**src/omcs_pkg.sv**
```systemverilog
// shared types and constants for the one-memory count sketch
// no dependencies; imported by every module of the block except omcs_ram
`default_nettype none

package omcs_pkg;

    // input field layout
    localparam int WIDX_BITS     = 12;
    localparam int SLOT_BITS     = 3;
    localparam int CMD_BITS      = 2;
    localparam int WORDS_IN_BITS = 24;
    localparam int SLOTS_IN_BITS = 12;
    localparam int SIGNS_IN_BITS = 4;

    // result field widths
    localparam int EST_BITS  = 17;
    localparam int DCNT_BITS = 3;

    // word index reducer: bits retired per cycle and steps per index
    localparam int MOD_STEP_BITS = 4;
    localparam int MOD_STEPS     = WIDX_BITS / MOD_STEP_BITS;

    // command codes
    localparam logic [CMD_BITS-1:0] CMD_INSERT = 2'd0;
    localparam logic [CMD_BITS-1:0] CMD_DELETE = 2'd1;
    localparam logic [CMD_BITS-1:0] CMD_QUERY  = 2'd2;
    localparam logic [CMD_BITS-1:0] CMD_NONE   = 2'd3;

    // sequencer states
    typedef enum logic [2:0] {
        S_CLEAR,
        S_IDLE,
        S_HASH_START,
        S_HASH_WAIT,
        S_ROW,
        S_UPD,
        S_SHIFT,
        S_DONE
    } t_state;

    // controls from the sequencer to the median unit
    typedef struct packed {
        logic ins;
        logic shift;
    } t_med_ctl;

endpackage

`default_nettype wire

```
**src/omcs_median.sv**
```systemverilog
// sorted reading list with insert and shift-down, and the median estimate
// depends on omcs_pkg
`default_nettype none

module omcs_median import omcs_pkg::*; #(
    parameter int ROWS     = 4,
    parameter int KEY_BITS = 17
) (
    input  wire logic                        i_clk,
    input  wire t_med_ctl                    i_ctl,
    input  wire logic signed [KEY_BITS-1:0]  i_key,
    input  wire logic [$clog2(ROWS+1)-1:0]   i_count,
    output logic signed      [EST_BITS-1:0]  o_estimate
);

    localparam int SN  = (ROWS < 2) ? 2 : ROWS;
    localparam int EXT = (KEY_BITS > EST_BITS) ? KEY_BITS : EST_BITS;

    logic signed [KEY_BITS-1:0] r_sorted [SN];
    logic signed [KEY_BITS-1:0] n_ins    [SN];
    logic                       gt       [SN];
    logic        [KEY_BITS-1:0] abs_lo;
    logic        [KEY_BITS-1:0] abs_hi;
    logic        [KEY_BITS:0]   abs_sum;
    logic signed [EXT-1:0]      est_ext;

    // parallel insert of the new reading into the ascending list
    always_comb begin
        for (int k = 0; k < SN; k++) begin
            gt[k] = (k < int'(i_count)) && (r_sorted[k] > i_key);
        end
        for (int k = 0; k < SN; k++) begin
            if ((k == int'(i_count)) || gt[k]) begin
                if (k == 0) begin
                    n_ins[k] = i_key;
                end else if (gt[k-1]) begin
                    n_ins[k] = r_sorted[k-1];
                end else begin
                    n_ins[k] = i_key;
                end
            end else begin
                n_ins[k] = r_sorted[k];
            end
        end
    end

    // list update: insert, or move every entry one place toward the head
    always_ff @(posedge i_clk) begin
        if (i_ctl.ins) begin
            for (int k = 0; k < SN; k++) begin
                r_sorted[k] <= n_ins[k];
            end
        end else if (i_ctl.shift) begin
            for (int k = 0; k < SN - 1; k++) begin
                r_sorted[k] <= r_sorted[k+1];
            end
        end
    end

    // middle reading for an odd count, halved sum of magnitudes for an even one
    always_comb begin
        abs_lo  = r_sorted[0][KEY_BITS-1] ? KEY_BITS'(-r_sorted[0]) : r_sorted[0];
        abs_hi  = r_sorted[1][KEY_BITS-1] ? KEY_BITS'(-r_sorted[1]) : r_sorted[1];
        abs_sum = {1'b0, abs_lo} + {1'b0, abs_hi};
        if (i_count[0]) begin
            est_ext = EXT'(r_sorted[0]);
        end else begin
            est_ext = signed'(EXT'(abs_sum[KEY_BITS:1]));
        end
    end

    assign o_estimate = est_ext[EST_BITS-1:0];

endmodule

`default_nettype wire

```
**config.mk**
```make
export PLATFORM = sky130hd
export DESIGN_NAME = omcs_median
export DESIGN_NICKNAME = d
export VERILOG_FILES = /design/src/omcs_pkg.sv /design/src/omcs_median.sv
export SDC_FILE = /design/constraint.sdc
export NUM_CORES = 1
export LEC_CHECK = 0
export BUFFER_PORTS_ARGS = -buffer_cell sky130_fd_sc_hd__buf_2
export CORE_UTILIZATION = 30
export CTS_CLUSTER_SIZE = 8
export DETAILED_ROUTE_END_ITERATION = 7
export PLACE_DENSITY = 0.46
export SYNTH_ARGS = -nofsm -noshare
export SYNTH_HDL_FRONTEND = slang
export SYNTH_SLANG_ARGS = --single-unit
```
**constraint.sdc**
```tcl
create_clock -name i_clk -period 4 [get_ports i_clk]
set_input_delay 0.6 -clock i_clk [delete_from_list [all_inputs] [get_ports i_clk]]
set_output_delay 0.6 -clock i_clk [all_outputs]
set_load 0.1 [all_outputs]
```
After elaboration in Yosys (flattened, before gate mapping)
Memory sizes are Yosys's and may differ from the RTL's.
Index checks and enable logic that the tools add are counted.

word-level totals
  register bits after elaboration = 0
  memory bits (writable) = 68
  bits of input ports = 23
  output and inout port bits = 17
  word-level logic and storage cells = 45
  memories kept = 1

cells by class
  $add $sub $neg = 3
  order comparisons = 8
  eq/ne operators = 3
  multiplexer cells = 18
  bitwise operators = 3
  reductions and logical operators = 9

memory list
  name      words  bits a word  read ports  clocked after Yosys merged registers in  wr ports  line               text
  r_sorted  4      17           4           0                                        4         omcs_median.sv:19  logic signed [KEY_BITS-1:0] r_sorted [SN];

operator list
  kind                                                       count
  2-to-1 mux 17 bit                                          13
  > comparator 17 bit                                        4
  negation 17 bit                                            2
  adder 17 x 17 -> 18 bit                                    1
  equality test 3 bit, first input constant                  2
  less-than comparator 1 x 3 -> 1 bit, first input constant  2
  less-than comparator 2 x 3 -> 1 bit, first input constant  2
  2-to-1 mux 1 bit                                           5
  logical AND 1 bit                                          4
  logical OR 1 bit                                           4
  equality test 2 x 3 -> 1 bit, first input constant         1
  logical NOT 3 bit                                          1
  OR 1 bit                                                   3

Logic depth before layout (Yosys ltp)
  depth after elaboration = 5
  mapped depth = 15
  gate-level depth less buffers = 15

Least setup slack after synthesis
Ideal clock, no wire load.

  path kind = flip-flop to output port
  start = memory r_sorted[0][6]
  end = output o_estimate[15]
  data arrival time = 5168 ps
  required time = 3400 ps
  path slack = -1768 ps
  cell stages (with the launch flop) = 13
  buffers on the path = 0
  path through = edfxtp_1 -> or4_4 -> or3_2 -> o21ai_0 -> nand2_1 -> xor2_1 -> ha_1 -> a21o_1 -> a21oi_1 -> nor2b_1 -> a211oi_1 -> xor2_1 -> o21ai_0

RTL lines
  what         line               text
  from (decl)  omcs_median.sv:19
  to (decl)    omcs_median.sv:13  output logic signed [EST_BITS-1:0] o_estimate

==> flow_summary.yaml <==
run_status:
  status: "complete, but fails checks"
  violations: "negative setup slack"
finish:
  layout_commonest_cell: "nand2_1"
  fin_area_sq_um: 8120
  layout.nets: 875
  syn_to_final_growth_pct: 29.1
  regMostFlops: "r_sorted"
  mostFrequentLayoutCells: "nand2_1, ha_1, o21ai_0"
  largest_register_ffs: 68
  utilization_pct: 39.9
  top_regs: "r_sorted: 68 flops"
  antennaDiodeCount: 0
  layout-drive-gt1-share_pct: 26.9
place:
  dp_hpwl_um: 14400
  placed_area_sq_um: 7390
  gp_congestion: 0.877
  io_buffers: 39
  dp_slack_ps: -198
cts:
  cts_sinks: 68
  tritoncts: "done"
  htreeDepth: 3
  cts.clk_slew.worst_paths_ps: 60
  cts_buffer_depth: 2
  clk_latency_ps: 350
  cts_hold_buffers: 0
  cts_root_buf: "clkbuf_16"
  cts_buffers: 9
synth:
  ys_top_cells_by_area: "edfxtp_1, ha_1, o21ai_0, nand2_1, mux2i_1"
  ys_seq_area_share_pct: 32.5
  ys_ff_latch: 68
  yosys.area.top_type_share_pct: 32.5
  ys_warn_count: 0
  synth_nets: 783
  syn_area_sq_um: 6290
  synth_cell_type_count: 56
  synth_edf_count: 68
  synth_cells: 673
  ys.flop_type: "edfxtp_1"
  synth_top_area_cell: "edfxtp_1"
  postSynthAreaPerCell_sq_um: 9.35
  postSynth.asyncResetShare_pct: 0
global_route:
  grt_util_met1_pct: 23.6
  gr-total-overflow: 0
  grt_util_all_layers_pct: 17.3
  antenna_found_initial: 0
  busiest_layer: "met2"
  grt_pass1_vias: 5382
  grt_pass1_wl_um: 29200
  grt_max_degree: 43
  gr-usage-met3_pct: 2.08
  grt_use_met2_pct: 28.7
detailed_routing:
  drc_errors: 0
  wire_per_inst_um: 17.5
  wl_um: 18200
  vias: 5518
  drtIter0Drc: 312
  final_antenna_net_count: 0
  drt_pass1_iterations: 5
  viasPerCell: 5.31
floorplanning:
  die_width_um: 147
  rows: 52
  io_pins: 40
  core_area_sq_um: 20400
  die_h_um: 147
  start_util_pct: 30.9
  dieArea_sq_um: 21600
pwr:
  cellPowerDensity_nw_per_um2: 691
  power.leakage_uw: 0.00334
  ir_drop_uv: 233
setup_path:
  start_kind: "register"
  crit_type: "reg -> out"
  crit_required_ps: 3400
  reg2regPathDepth: 10
  cp_data_arrival_time_ps: 3830
  critPathMaxFanout: 4
  endpoint_kind: "output pin"
run:
  drv_cap: 0
sta:
  rsz0062_at_grt: "yes"
  setup_violations: 7
  setup_tns_ps: -2230
  max-slew-margin-rel_pct: 38.4
  worst_slew_pin_slew_ps: 925
  hold_viol: 0
  period_share_pct: 111
  max_freq_ghz: 0.226
  fin_ws_ps: -431
  fin_crit_ps: 4430
  skew_ps: 10.4
  drv_slew: 0
hold_path:
  hold_path.class: "reg -> reg"
  whs_path_depth: 2
-- metrics by stage --
step	std cells	hold WS (ps)	total power [uW]
floorplan	673	522	3310
global placement	1014	535	4210
detailed placement	1014	540	4250
CTS	1036	556	5360
global route	1040	586	5920
finish	1040	561	5610
-- area by class of cell --
type,count,area [sq um]
clock inverters,5,100
fillers,1993,12200
multi-input cells,549,4430
inverters,29,109
repair buffers,108,876
flip-flops and latches,68,2040
clock buffers,11,233
well taps,270,338
-- per-layer routing --
metal	part of all wire, %	wire length (um)	vias to the layer above
li1	-	-	2691
met1	48	8730	2677
met2	47	8560	134
met3	3.5	631	16
met4	1.5	277	0
met5	0	0	-
-- Yosys cell counts, types with 2 or more instances --
| library cell | number |
|---|---|
| nand4_1 | 11 |
| nor3_1 | 10 |
| inv_1 | 29 |
| nor3b_1 | 2 |
| a21o_1 | 12 |
| a31oi_1 | 5 |
| o31ai_1 | 12 |
| clkbuf_1 | 20 |
| o211ai_1 | 2 |
| mux2i_1 | 34 |
| buf_2 | 5 |
| mux2_2 | 19 |
| o21ai_0 | 93 |
| xnor2_1 | 34 |
| edfxtp_1 | 68 |
| a41oi_1 | 2 |
| nor2b_1 | 14 |
| a211oi_1 | 5 |
| nor4bb_1 | 2 |
| o21bai_1 | 3 |
| or3_1 | 4 |
| or3_4 | 2 |
| nand2_1 | 93 |
| nand3_1 | 6 |
| o21a_1 | 5 |
| o41ai_1 | 4 |
| xor2_1 | 7 |
| or4_1 | 2 |
| ha_1 | 86 |
| a21oi_1 | 29 |
| o31ai_4 | 2 |
| and4_1 | 2 |
| nand3b_1 | 2 |
| nor2_1 | 21 |
| nand2b_1 | 5 |
-- worst max-delay path, stage by stage (launching register included) --
cell and delay, ps:
edfxtp_1 400, inv_2 100, ha_4 140, nand2_2 50
or3_4 340, or4_4 450, o21ai_2 140, xnor2_1 140
ha_1 280, buf_6 140, a41oi_2 190, o21ai_1 110
a21oi_2 150, o31ai_2 120, a31oi_1 230, xor2_1 250
o21ai_4 100, buf_12 200
-- power by group --
| part | internal (uW) | switching (uW) | leakage, uW |
|---|---|---|---|
| combinational | 1480 | 2120 | 0.00251 |
| clock | 608 | 314 | 0.000163 |
| sequential | 967 | 129 | 0.000667 |
| total | 3050 | 2560 | 0.00334 |
-- kinds of logic after synthesis --
| logic type | after synthesis | share of synthesized area (%) |
|---|---|---|
| AO/OA/AOI/OAI | 185 | 18.0 |
| AND/OR/NAND/NOR | 183 | 14.1 |
| adder cells (fa/ha/maj) | 87 | 17.4 |
| flip-flops | 68 | 32.5 |
| buffers and inverters | 56 | 3.50 |
| multiplexers | 53 | 8.81 |
| XOR/XNOR | 41 | 5.71 |
-- what timing repair did --
| item | in CTS | in global routing |
|---|---|---|
| setup buffers | 6 | 4 |
| gates resized for setup | 22 | 43 |
| endpoints found under the setup margin | 7 | 11 |
| hold endpoints to repair | 0 | 0 |
| pin swaps | 13 | 24 |
-- path summary, 6_finish.rpt --
kind | startpoint | endpoint | slack (ps)
setup / recovery | r_sorted[1][0] | o_estimate[13] | -430
hold / removal | r_sorted[3][14] | r_sorted[2][14] | 560
setup reg to reg | r_sorted[1][16] | r_sorted[1][6] | 890
hold reg to reg | r_sorted[3][14] | r_sorted[2][14] | 560
Power figures use the tool's default switching activity.
