==> config.mk <==
export PLATFORM = sky130hd
export DESIGN_NAME = omcs_wred
export DESIGN_NICKNAME = d
export VERILOG_FILES = /design/src/omcs_pkg.sv /design/src/omcs_wred.sv
export SDC_FILE = /design/constraint.sdc
export NUM_CORES = 1
export LEC_CHECK = 0
export ABC_AREA = 1
export BUFFER_PORTS_ARGS = -buffer_cell sky130_fd_sc_hd__buf_2
export CORE_ASPECT_RATIO = 0.7
export CORE_MARGIN = 4
export CORE_UTILIZATION = 42
export DETAILED_ROUTE_END_ITERATION = 8
export PLACE_DENSITY = 0.68
export SYNTH_ARGS = -nofsm -noshare
export SYNTH_HDL_FRONTEND = slang
export SYNTH_SLANG_ARGS = --single-unit
==> constraint.sdc <==
create_clock -name i_clk -period 1.15 [get_ports i_clk]
set_clock_uncertainty 0.1 [all_clocks]
set_input_delay 0.115 -clock i_clk [delete_from_list [all_inputs] [get_ports i_clk]]
set_output_delay 0.115 -clock i_clk [all_outputs]
set_load 0.02 [all_outputs]
==> src/omcs_pkg.sv <==
// shared types and constants for the one-memory count sketch
// no dependencies; imported by every module of the block except omcs_ram
`default_nettype none

package omcs_pkg;

    // input field layout
    localparam int WIDX_BITS     = 12;
    localparam int SLOT_BITS     = 3;
    localparam int CMD_BITS      = 2;
    localparam int WORDS_IN_BITS = 24;
    localparam int SLOTS_IN_BITS = 12;
    localparam int SIGNS_IN_BITS = 4;

    // result field widths
    localparam int EST_BITS  = 17;
    localparam int DCNT_BITS = 3;

    // word index reducer: bits retired per cycle and steps per index
    localparam int MOD_STEP_BITS = 4;
    localparam int MOD_STEPS     = WIDX_BITS / MOD_STEP_BITS;

    // command codes
    localparam logic [CMD_BITS-1:0] CMD_INSERT = 2'd0;
    localparam logic [CMD_BITS-1:0] CMD_DELETE = 2'd1;
    localparam logic [CMD_BITS-1:0] CMD_QUERY  = 2'd2;
    localparam logic [CMD_BITS-1:0] CMD_NONE   = 2'd3;

    // sequencer states
    typedef enum logic [2:0] {
        S_CLEAR,
        S_IDLE,
        S_HASH_START,
        S_HASH_WAIT,
        S_ROW,
        S_UPD,
        S_SHIFT,
        S_DONE
    } t_state;

    // controls from the sequencer to the median unit
    typedef struct packed {
        logic ins;
        logic shift;
    } t_med_ctl;

endpackage

`default_nettype wire

==> src/omcs_wred.sv <==
// iterative word index reducer: index modulo WORD_COUNT, MOD_STEP_BITS bits per cycle
// depends on omcs_pkg
`default_nettype none

module omcs_wred import omcs_pkg::*; #(
    parameter int WORD_COUNT = 4096
) (
    input  wire logic                 i_clk,
    input  wire logic                 i_rst_n,
    input  wire logic                 i_start,
    input  wire logic [WIDX_BITS-1:0] i_value,
    output logic                      o_done,
    output logic      [WIDX_BITS-1:0] o_rem
);

    // partial remainders never exceed the index itself, so a clamped limit suffices
    localparam int LIM_INT = (WORD_COUNT > 8191) ? 8191 : WORD_COUNT;
    localparam logic [WIDX_BITS:0] LIM = (WIDX_BITS + 1)'(LIM_INT);
    localparam int CNT_BITS = (MOD_STEPS > 1) ? $clog2(MOD_STEPS) : 1;
    localparam logic [CNT_BITS-1:0] CNT_LAST = CNT_BITS'(MOD_STEPS - 1);

    logic                 r_busy;
    logic                 r_done;
    logic [CNT_BITS-1:0]  r_cnt;
    logic [WIDX_BITS-1:0] r_val;
    logic [WIDX_BITS-1:0] r_rem;
    logic [WIDX_BITS-1:0] n_val;
    logic [WIDX_BITS-1:0] n_rem;
    logic [WIDX_BITS:0]   t;

    // restoring remainder over the next group of index bits, msb first
    always_comb begin
        t     = '0;
        n_rem = r_rem;
        n_val = r_val;
        for (int k = 0; k < MOD_STEP_BITS; k++) begin
            t = {n_rem, n_val[WIDX_BITS-1]};
            if (t >= LIM) begin
                t = t - LIM;
            end
            n_rem = t[WIDX_BITS-1:0];
            n_val = {n_val[WIDX_BITS-2:0], 1'b0};
        end
    end

    // step counter and done pulse
    always_ff @(posedge i_clk) begin
        if (!i_rst_n) begin
            r_busy <= 1'b0;
            r_done <= 1'b0;
            r_cnt  <= '0;
        end else begin
            r_done <= 1'b0;
            if (i_start) begin
                r_busy <= 1'b1;
                r_cnt  <= '0;
            end else if (r_busy) begin
                r_cnt <= r_cnt + 1'b1;
                if (r_cnt == CNT_LAST) begin
                    r_busy <= 1'b0;
                    r_done <= 1'b1;
                end
            end
        end
    end

    // working value and remainder
    always_ff @(posedge i_clk) begin
        if (i_start) begin
            r_val <= i_value;
            r_rem <= '0;
        end else if (r_busy) begin
            r_val <= n_val;
            r_rem <= n_rem;
        end
    end

    assign o_done = r_done;
    assign o_rem  = r_rem;

endmodule

`default_nettype wire

# ---- Word level (Yosys, flattened, before mapping)
# Cells that the tools add are included.
dict set report totals {
  reg_bits 28
  out_inout_bits 13
  elab_cells 30
}
dict set report classes {
  add_sub_neg 5
  order_cmp 4
  eq_ne 1
  muxes 10
  bitwise_logic 2
  n_reduce_logical 3
}
# operator count
set ops {}
lappend ops {{12-bit two-way mux} 6}
lappend ops {{13-bit greater-or-equal comparator (second input constant)} 4}
lappend ops {{12-bit by 1-bit subtractor with 12-bit output (second input constant)} 4}
lappend ops {{1-bit two-way mux} 4}
lappend ops {{3-bit OR reduction} 1}
lappend ops {{2-bit by 1-bit adder with 2-bit output (second input constant)} 1}
lappend ops {{2-bit equality test (second input constant)} 1}
lappend ops {{1-bit inverter} 2}
lappend ops {{2-bit nonzero test} 1}
lappend ops {{2-bit OR reduction} 1}

# ---- Longest topological paths before layout
# Gate-level depths: netlist of the first run.
dict set report logic_depth {
  word_depth 8
  ltp_mapped 5
}

# ---- Worst setup path after synthesis of the first run
# Ideal clock, no wire load.
dict set report synth_timing {
  path_type {register -> register}
  startpoint {reg r_busy}
  endpoint {reg r_val[0] (enable)}
  setup_time_ns 0.344
  arrival_time_ns 0.840
  slack_ns -0.134
  stages_incl_launch_ff 5
  n_path_buf 2
  path_cell_list {dfxtp_1 -> buf_6 -> buf_6 -> nor2_1 -> inv_1}
}
dict set report synth_via {
  elab_chain_len 1
}
# element line_no
set synth_rtl {}
lappend synth_rtl {{from (decl)} omcs_wred.sv:22} ;# logic r_busy;
lappend synth_rtl {{from (signal assigned)} omcs_wred.sv:49} ;# r_busy <= 1'b0;
lappend synth_rtl {{from (signal assigned)} omcs_wred.sv:55} ;# r_busy <= 1'b1;
lappend synth_rtl {{from (signal assigned)} omcs_wred.sv:60} ;# r_busy <= 1'b0;
lappend synth_rtl {{2-bit nonzero test (no source line)} n/a}
lappend synth_rtl {{to (signal assigned)} omcs_wred.sv:70} ;# r_val <= i_value;
lappend synth_rtl {{to (signal assigned)} omcs_wred.sv:73} ;# r_val <= n_val;
lappend synth_rtl {{to (decl)} omcs_wred.sv:25} ;# logic [WIDX_BITS-1:0] r_val;
# Every way passes these cells.
# A chain may end at the register's enable or synchronous reset.

==> flow_summary.json, run 1 <==
{
  "status": "completed",
  "num_antenna_cells": 0,
  "crit_path_frequent_cell": "nor2_1",
  "dpl.hpwl_mm": 1.361,
  "rows": 15,
  "yosys.area_share.xor_xnor": 0,
  "vdd_drop_max_mv": 0.8348,
  "wl_per_cell_um": 10.44,
  "critPathBufInv": 2,
  "start_util": 0.4429,
  "period_minus_slack_ps": 1067,
  "gr-usage-met1": 0.1216,
  "clkTransAtPathRegs_ps": 90,
  "synthCells": 121,
  "ctsRootBufferMaster": "clkbuf_8",
  "avgSynthCellArea_um2": 9.069,
  "synthAdderAreaFrac": 0.01140,
  "synth_nets": 137,
  "final_nets": 168,
  "synthMuxAreaShare": 0,
  "grt_pass1_wl_mm": 2.987,
  "grt_pass1_vias": 679,
  "synth_area_um2": 1097,
  "setup.worst_path.class": "reg2reg",
  "ys_types": 12,
  "fmax_ghz": 0.9368,
  "cts_resized": 0,
  "worstPathRequired_ps": 1220,
  "gr-usage-met2": 0.1883,
  "port_buffers": 27,
  "cts_sinks": 28,
  "cp_slowest_cell": "dfxtp_1",
  "synthSimpleGateAreaFrac": 0.2281,
  "htreeDepth": 1,
  "post-route-util": 0.5348,
  "holdWs_ps": 1.137,
  "grt-ovfl-total": 0,
  "cap_violations": 0,
  "period_share": 0.9282,
  "worstPathCellList": "buf_4 > inv_2 > nor2_1 > nor2_1",
  "cp_data_arrival_time_ps": 1130,
  "drtIter0Drc": 70,
  "setup-tns-final_ps": 0,
  "totalWireLength_mm": 1.932,
  "antenna_found_initial": 0,
  "cts-buffers-inserted": 3,
  "core_area_um2": 2477,
  "max_stage_delay_ps": 380,
  "ys_warn_count": 0,
  "grt-busiest-layer": "met2",
  "worstSetupStartpointType": "flop",
  "crit_family": "flip-flops",
  "drive_above_1_share": 0.2517,
  "power_mw": 2.083,
  "cts_tree": "done",
  "grt_max_degree": 24,
  "synth_compound_area_frac": 0.05473,
  "rsz0062_at_grt": "false",
  "ys_ff_latch": 28,
  "cts_setup_buffers": 0,
  "vias_per_cell": 4.470,
  "register_area_um2": 680.7,
  "power_density_nw_per_um2": 1572,
  "slew_headroom": 0.7814,
  "track_usage": 0.1070,
  "leakagePower_nw": 0.6610,
  "ant_nets": 0,
  "pin_count": 28,
  "clk_path_buf_depth": 2,
  "final-hold-violation-count": 0,
  "synth_top_family_by_area": "simple AND/OR/NAND/NOR gates",
  "setup_viol": 0,
  "cp-end-kind": "flop",
  "tightest_slew_ps": 327.4,
  "multiInputGateArea_um2": 325.3,
  "cts_hold_buf": 2,
  "vias": 827,
  "use_met3": 0.05400,
  "nFillCells": 253,
  "layout_commonest_cell": "nand2_1",
  "hold_class": "in2reg",
  "drt-pass1-iter-count": 4,
  "die_w_um": 69.09,
  "insertion_delay_ps": 260,
  "mostFrequentLayoutCells": "33 x nand2_1, 30 x nor2_1, 27 x buf_2, 16 x dfxtp_1, 12 x edfxtp_1",
  "cp_max_fo": 13,
  "die_h_um": 50.77,
  "ys_seq_area_frac": 0.6203,
  "area_growth_pct": 20.75,
  "drcViolationCount": 0,
  "slew_viol_final": 0,
  "dieArea_um2": 3507,
  "gp_congestion": 0.7095
}
## cell type report
class	instances	share of cell area
Sequential cell	28	0.5137
Multi-Input combinational cell	79	0.2455
Timing Repair Buffer	32	0.1341
Clock buffer	4	0.05005
Tap cell	34	0.03211
Inverter	8	0.02455
## through the flow
stage	cells	setup WS [ps]	cell area (µm²)
global placement	179	148.5	1239
CTS	185	81.76	1325
global route	185	8.734	1325
floorplan	121	21.12	1102
finish	185	82.58	1325
detailed placement	179	104.9	1239
## metal layers
metal  vias to the layer above  share of wire  routed length [µm]
met1                       366           0.44                 859
met2                        23           0.48                 919
met5                         -              0                   0
met4                         0         0.0026                   5
li1                        436              -                   -
met3                         2          0.077                 148
## logic make-up (layout without fill, tap and decap cells)
| family | count (synthesis) | in the layout |
|---|---|---|
| AO/OA/AOI/OAI | 12 | 12 |
| flip-flops | 28 | 28 |
| AND/OR/NAND/NOR | 66 | 66 |
| buffers and inverters | 14 | 44 |
| adder cells (fa/ha/maj) | 1 | 1 |
## worst paths after layout
kind / cells past startpoint / slack [ps] / start / to
setup / recovery: 4 / 80 / r_busy / o_rem[0]
hold / removal: 3 / 1 / i_value[3] / r_val[3]
setup reg to reg: 4 / 80 / r_busy / o_rem[0]
hold reg to reg: 2 / 390 / r_cnt[1] / r_cnt[1]
## worst register-to-register path, stage by stage (launching register included)
cell     delay, ps
dfxtp_1        380
buf_4          200
inv_2          120
nor2_1         120
nor2_1          60
## sequential cells by signal, summed over array words and instances (netlist names)
signal  count
o_rem      12
r_busy      1
r_val      12
r_cnt       2
o_done      1
## synth_stat cells
| cell type | count | area share |
|---|---|---|
| nand2_1 | 33 | 0.11 |
| nor2_1 | 31 | 0.11 |
| dfxtp_1 | 16 | 0.29 |
| edfxtp_1 | 12 | 0.33 |
| o21ai_0 | 10 | 0.046 |
| inv_1 | 6 | 0.021 |
| buf_6 | 5 | 0.051 |
| inv_2 | 2 | 0.0068 |
| nand3_1 | 2 | 0.0091 |
| o21ai_1 | 2 | 0.0091 |
| buf_4 | 1 | 0.0068 |
| ha_1 | 1 | 0.011 |
## power by group
group	leakage [nW]	internal, mW	total [mW]	switching, mW
sequential	0.257	1.13	1.16	0.0373
combinational	0.370	0.0962	0.258	0.161
clock	0.0339	0.378	0.662	0.284
total	0.661	1.60	2.08	0.483
Power figures use the tool's default switching activity.
==> run 2, diff against run 1 <==
--- a/config.mk
+++ b/config.mk
@@ -5,7 +5,6 @@
 export SDC_FILE = /design/constraint.sdc
 export NUM_CORES = 1
 export LEC_CHECK = 0
-export ABC_AREA = 1
 export BUFFER_PORTS_ARGS = -buffer_cell sky130_fd_sc_hd__buf_2
 export CORE_ASPECT_RATIO = 0.7
 export CORE_MARGIN = 4
==> run 2 against run 1 <==
Global-route usage is 0.085 points higher. Combinational power is 19% lower. Clock power is 1% higher. Fmax is 0.79% lower. Critical path depth is 1 lower. Die area is 1.2% higher. Sequential power hardly changed. Routed wire length is 8.0% lower. Via count is 19% lower. Hold slack better by 23 ps. Design area is 0.94% higher. Critical endpoint is now r_cnt[1].
==> flow_summary.json, run 2 <==
{
  "avgSynthCellArea_um2": 13.73,
  "clk_path_buf_depth": 2,
  "cts_hold_buf": 1,
  "synth_nets": 97,
  "slew_headroom": 0.8132,
  "core_area_um2": 2496,
  "period_share": 0.9355,
  "async_reset_ff_frac": 0,
  "cp-end-kind": "flop",
  "rows": 15,
  "wl_per_cell_um": 12.10,
  "leakagePower_nw": 0.5863,
  "synth_edf_count": 12,
  "ys_ff_latch": 28,
  "power_density_nw_per_um2": 1506,
  "final_nets": 130,
  "ctsRootBufferMaster": "clkbuf_8",
  "track_usage": 0.1078,
  "yosys-top-cells-count": "16 x dfxtp_1, 15 x nor2_1, 12 x edfxtp_1, 12 x mux2i_1, 7 x mux2_2",
  "period_minus_slack_ps": 1076,
  "synth_top_area_cell": "edfxtp_1",
  "ant_nets": 0,
  "setup_viol": 0,
  "nFillCells": 219,
  "netlist.area_leader.share": 0.3240,
  "holdWs_ps": 24.50,
  "die_w_um": 69.51,
  "grt-ovfl-total": 0,
  "slew_viol_final": 0,
  "drcViolationCount": 0,
  "setup.worst_path.class": "reg2reg",
  "mostFrequentLayoutCells": "27 x buf_2, 16 x dfxtp_1, 15 x nor2_1, 12 x mux2i_1, 12 x edfxtp_1",
  "worstPathRequired_ps": 1250,
  "cts-buffers-inserted": 3,
  "hold_class": "in2reg",
  "start_util": 0.4456,
  "antenna_found_initial": 0,
  "grt_max_degree": 17,
  "status": "completed",
  "gp_congestion": 0.6020,
  "pin_count": 28,
  "synth.area.top_cells": "edfxtp_1 32%, dfxtp_1 29%, mux2i_1 11%",
  "layout_commonest_cell": "buf_2",
  "ys.flop_type": "dfxtp_1",
  "rsz0062_at_grt": "false",
  "ys_warn_count": 0,
  "drive_above_1_share": 0.4071,
  "final-hold-violation-count": 0,
  "cap_violations": 0,
  "drt-pass1-iter-count": 2,
  "layoutNonFillerInstCount": 147,
  "tightest_slew_ps": 280.2,
  "port_buffers": 27,
  "synthCells": 81,
  "synth_area_um2": 1112,
  "vias_per_cell": 4.585,
  "dieArea_um2": 3549,
  "ys_seq_area_frac": 0.6119,
  "ys_types": 19,
  "die_h_um": 51.06,
  "insertion_delay_ps": 270,
  "dpl.hpwl_mm": 1.275,
  "setup_ws_ps": 74.12,
  "htreeDepth": 1,
  "clkTransAtPathRegs_ps": 90,
  "placed_cells": 142,
  "area_growth_pct": 20.25,
  "post-route-util": 0.5358,
  "fmax_ghz": 0.9295,
  "drtIter0Drc": 13,
  "power_mw": 2.015,
  "worstSetupStartpointType": "flop",
  "cp_max_fo": 2,
  "grt_pass1_vias": 648,
  "cp_data_arrival_time_ps": 1180,
  "cts_setup_buffers": 0,
  "yosysMostFrequentCell": "dfxtp_1",
  "grt_pass1_wl_mm": 2.967,
  "dpl_worst_slack_ps": 34.71,
  "cts_sinks": 28,
  "cts_resized": 0,
  "vdd_drop_max_mv": 0.7849,
  "r2r_slack_ps": 70,
  "totalWireLength_mm": 1.778,
  "num_antenna_cells": 0,
  "vias": 674,
  "cts_tree": "done"
}
==> run 2: cell types whose count changed after synthesis, moves of 2 or more <==
cell,delta
nand2_1,-32
nor2_1,-16
mux2i_1,+12
o21ai_0,-10
mux2_2,+7
inv_1,-5
and2_1,+4
buf_6,-2
inv_2,-2
nand3_1,-2
o21ai_1,-2
==> run 2: area by class of cell <==
class                      instances  area, µm²  area share
tap                               34      42.54     0.03181
clock buffer                       4      66.31     0.04958
sequential                        28      680.7      0.5089
inverter                           1      3.754    0.002806
timing repair buffer              33      182.7      0.1366
multi-input combinational         47      361.6      0.2703
==> run 2: cells by family after synthesis <==
| kind of cell | after synthesis | synth area share |
|---|---|---|
| buffers and inverters | 6 | 0.06523 |
| AOI/OAI and AO/OA | 2 | 0.01800 |
| xor gates and xnor gates | 1 | 0.007875 |
| DFF | 28 | 0.6119 |
| and+or+nand+nor | 23 | 0.09336 |
| adders and majority gates | 1 | 0.01125 |
| muxes | 20 | 0.1924 |
==> run 2: report_power, final <==
group	internal, mW	total (mW)	switching [mW]
clock	0.378	0.670	0.291
sequential	1.11	1.14	0.0284
combinational	0.108	0.209	0.101
total	1.59	2.01	0.421
==> run 2: stage by stage <==
| stage | setup TNS [ps] | instance area, µm² |
|---|---|---|
| after floorplan | -621.8 | 1115 |
| after CTS | 0 | 1338 |
| final | 0 | 1338 |
| after global placement | 0 | 1261 |
| after global routing | 0 | 1338 |
| after detailed placement | 0 | 1261 |
==> run 2: worst max-delay path: stages, from the launching register on <==
cell      delay, ps
dfxtp_1         360
inv_1            50
ha_1            300
a211oi_2        200
==> run 2: worst paths after layout <==
check             startpoint       end  depth (start not counted)
setup / recovery    r_cnt[0]  r_cnt[1]                          3
hold / removal    i_value[1]  r_val[1]                          2
setup reg to reg    r_cnt[0]  r_cnt[1]                          3
hold reg to reg    r_val[11]  o_rem[3]                          2
==> run 2: metal layers <==
metal,track usage,part of all wire,vias to the layer above
li1,-,-,337
met1,0.1127,0.42,312
met2,0.1978,0.49,21
met3,0.04912,0.078,4
met4,0.02922,0.011,0
met5,0,0,-
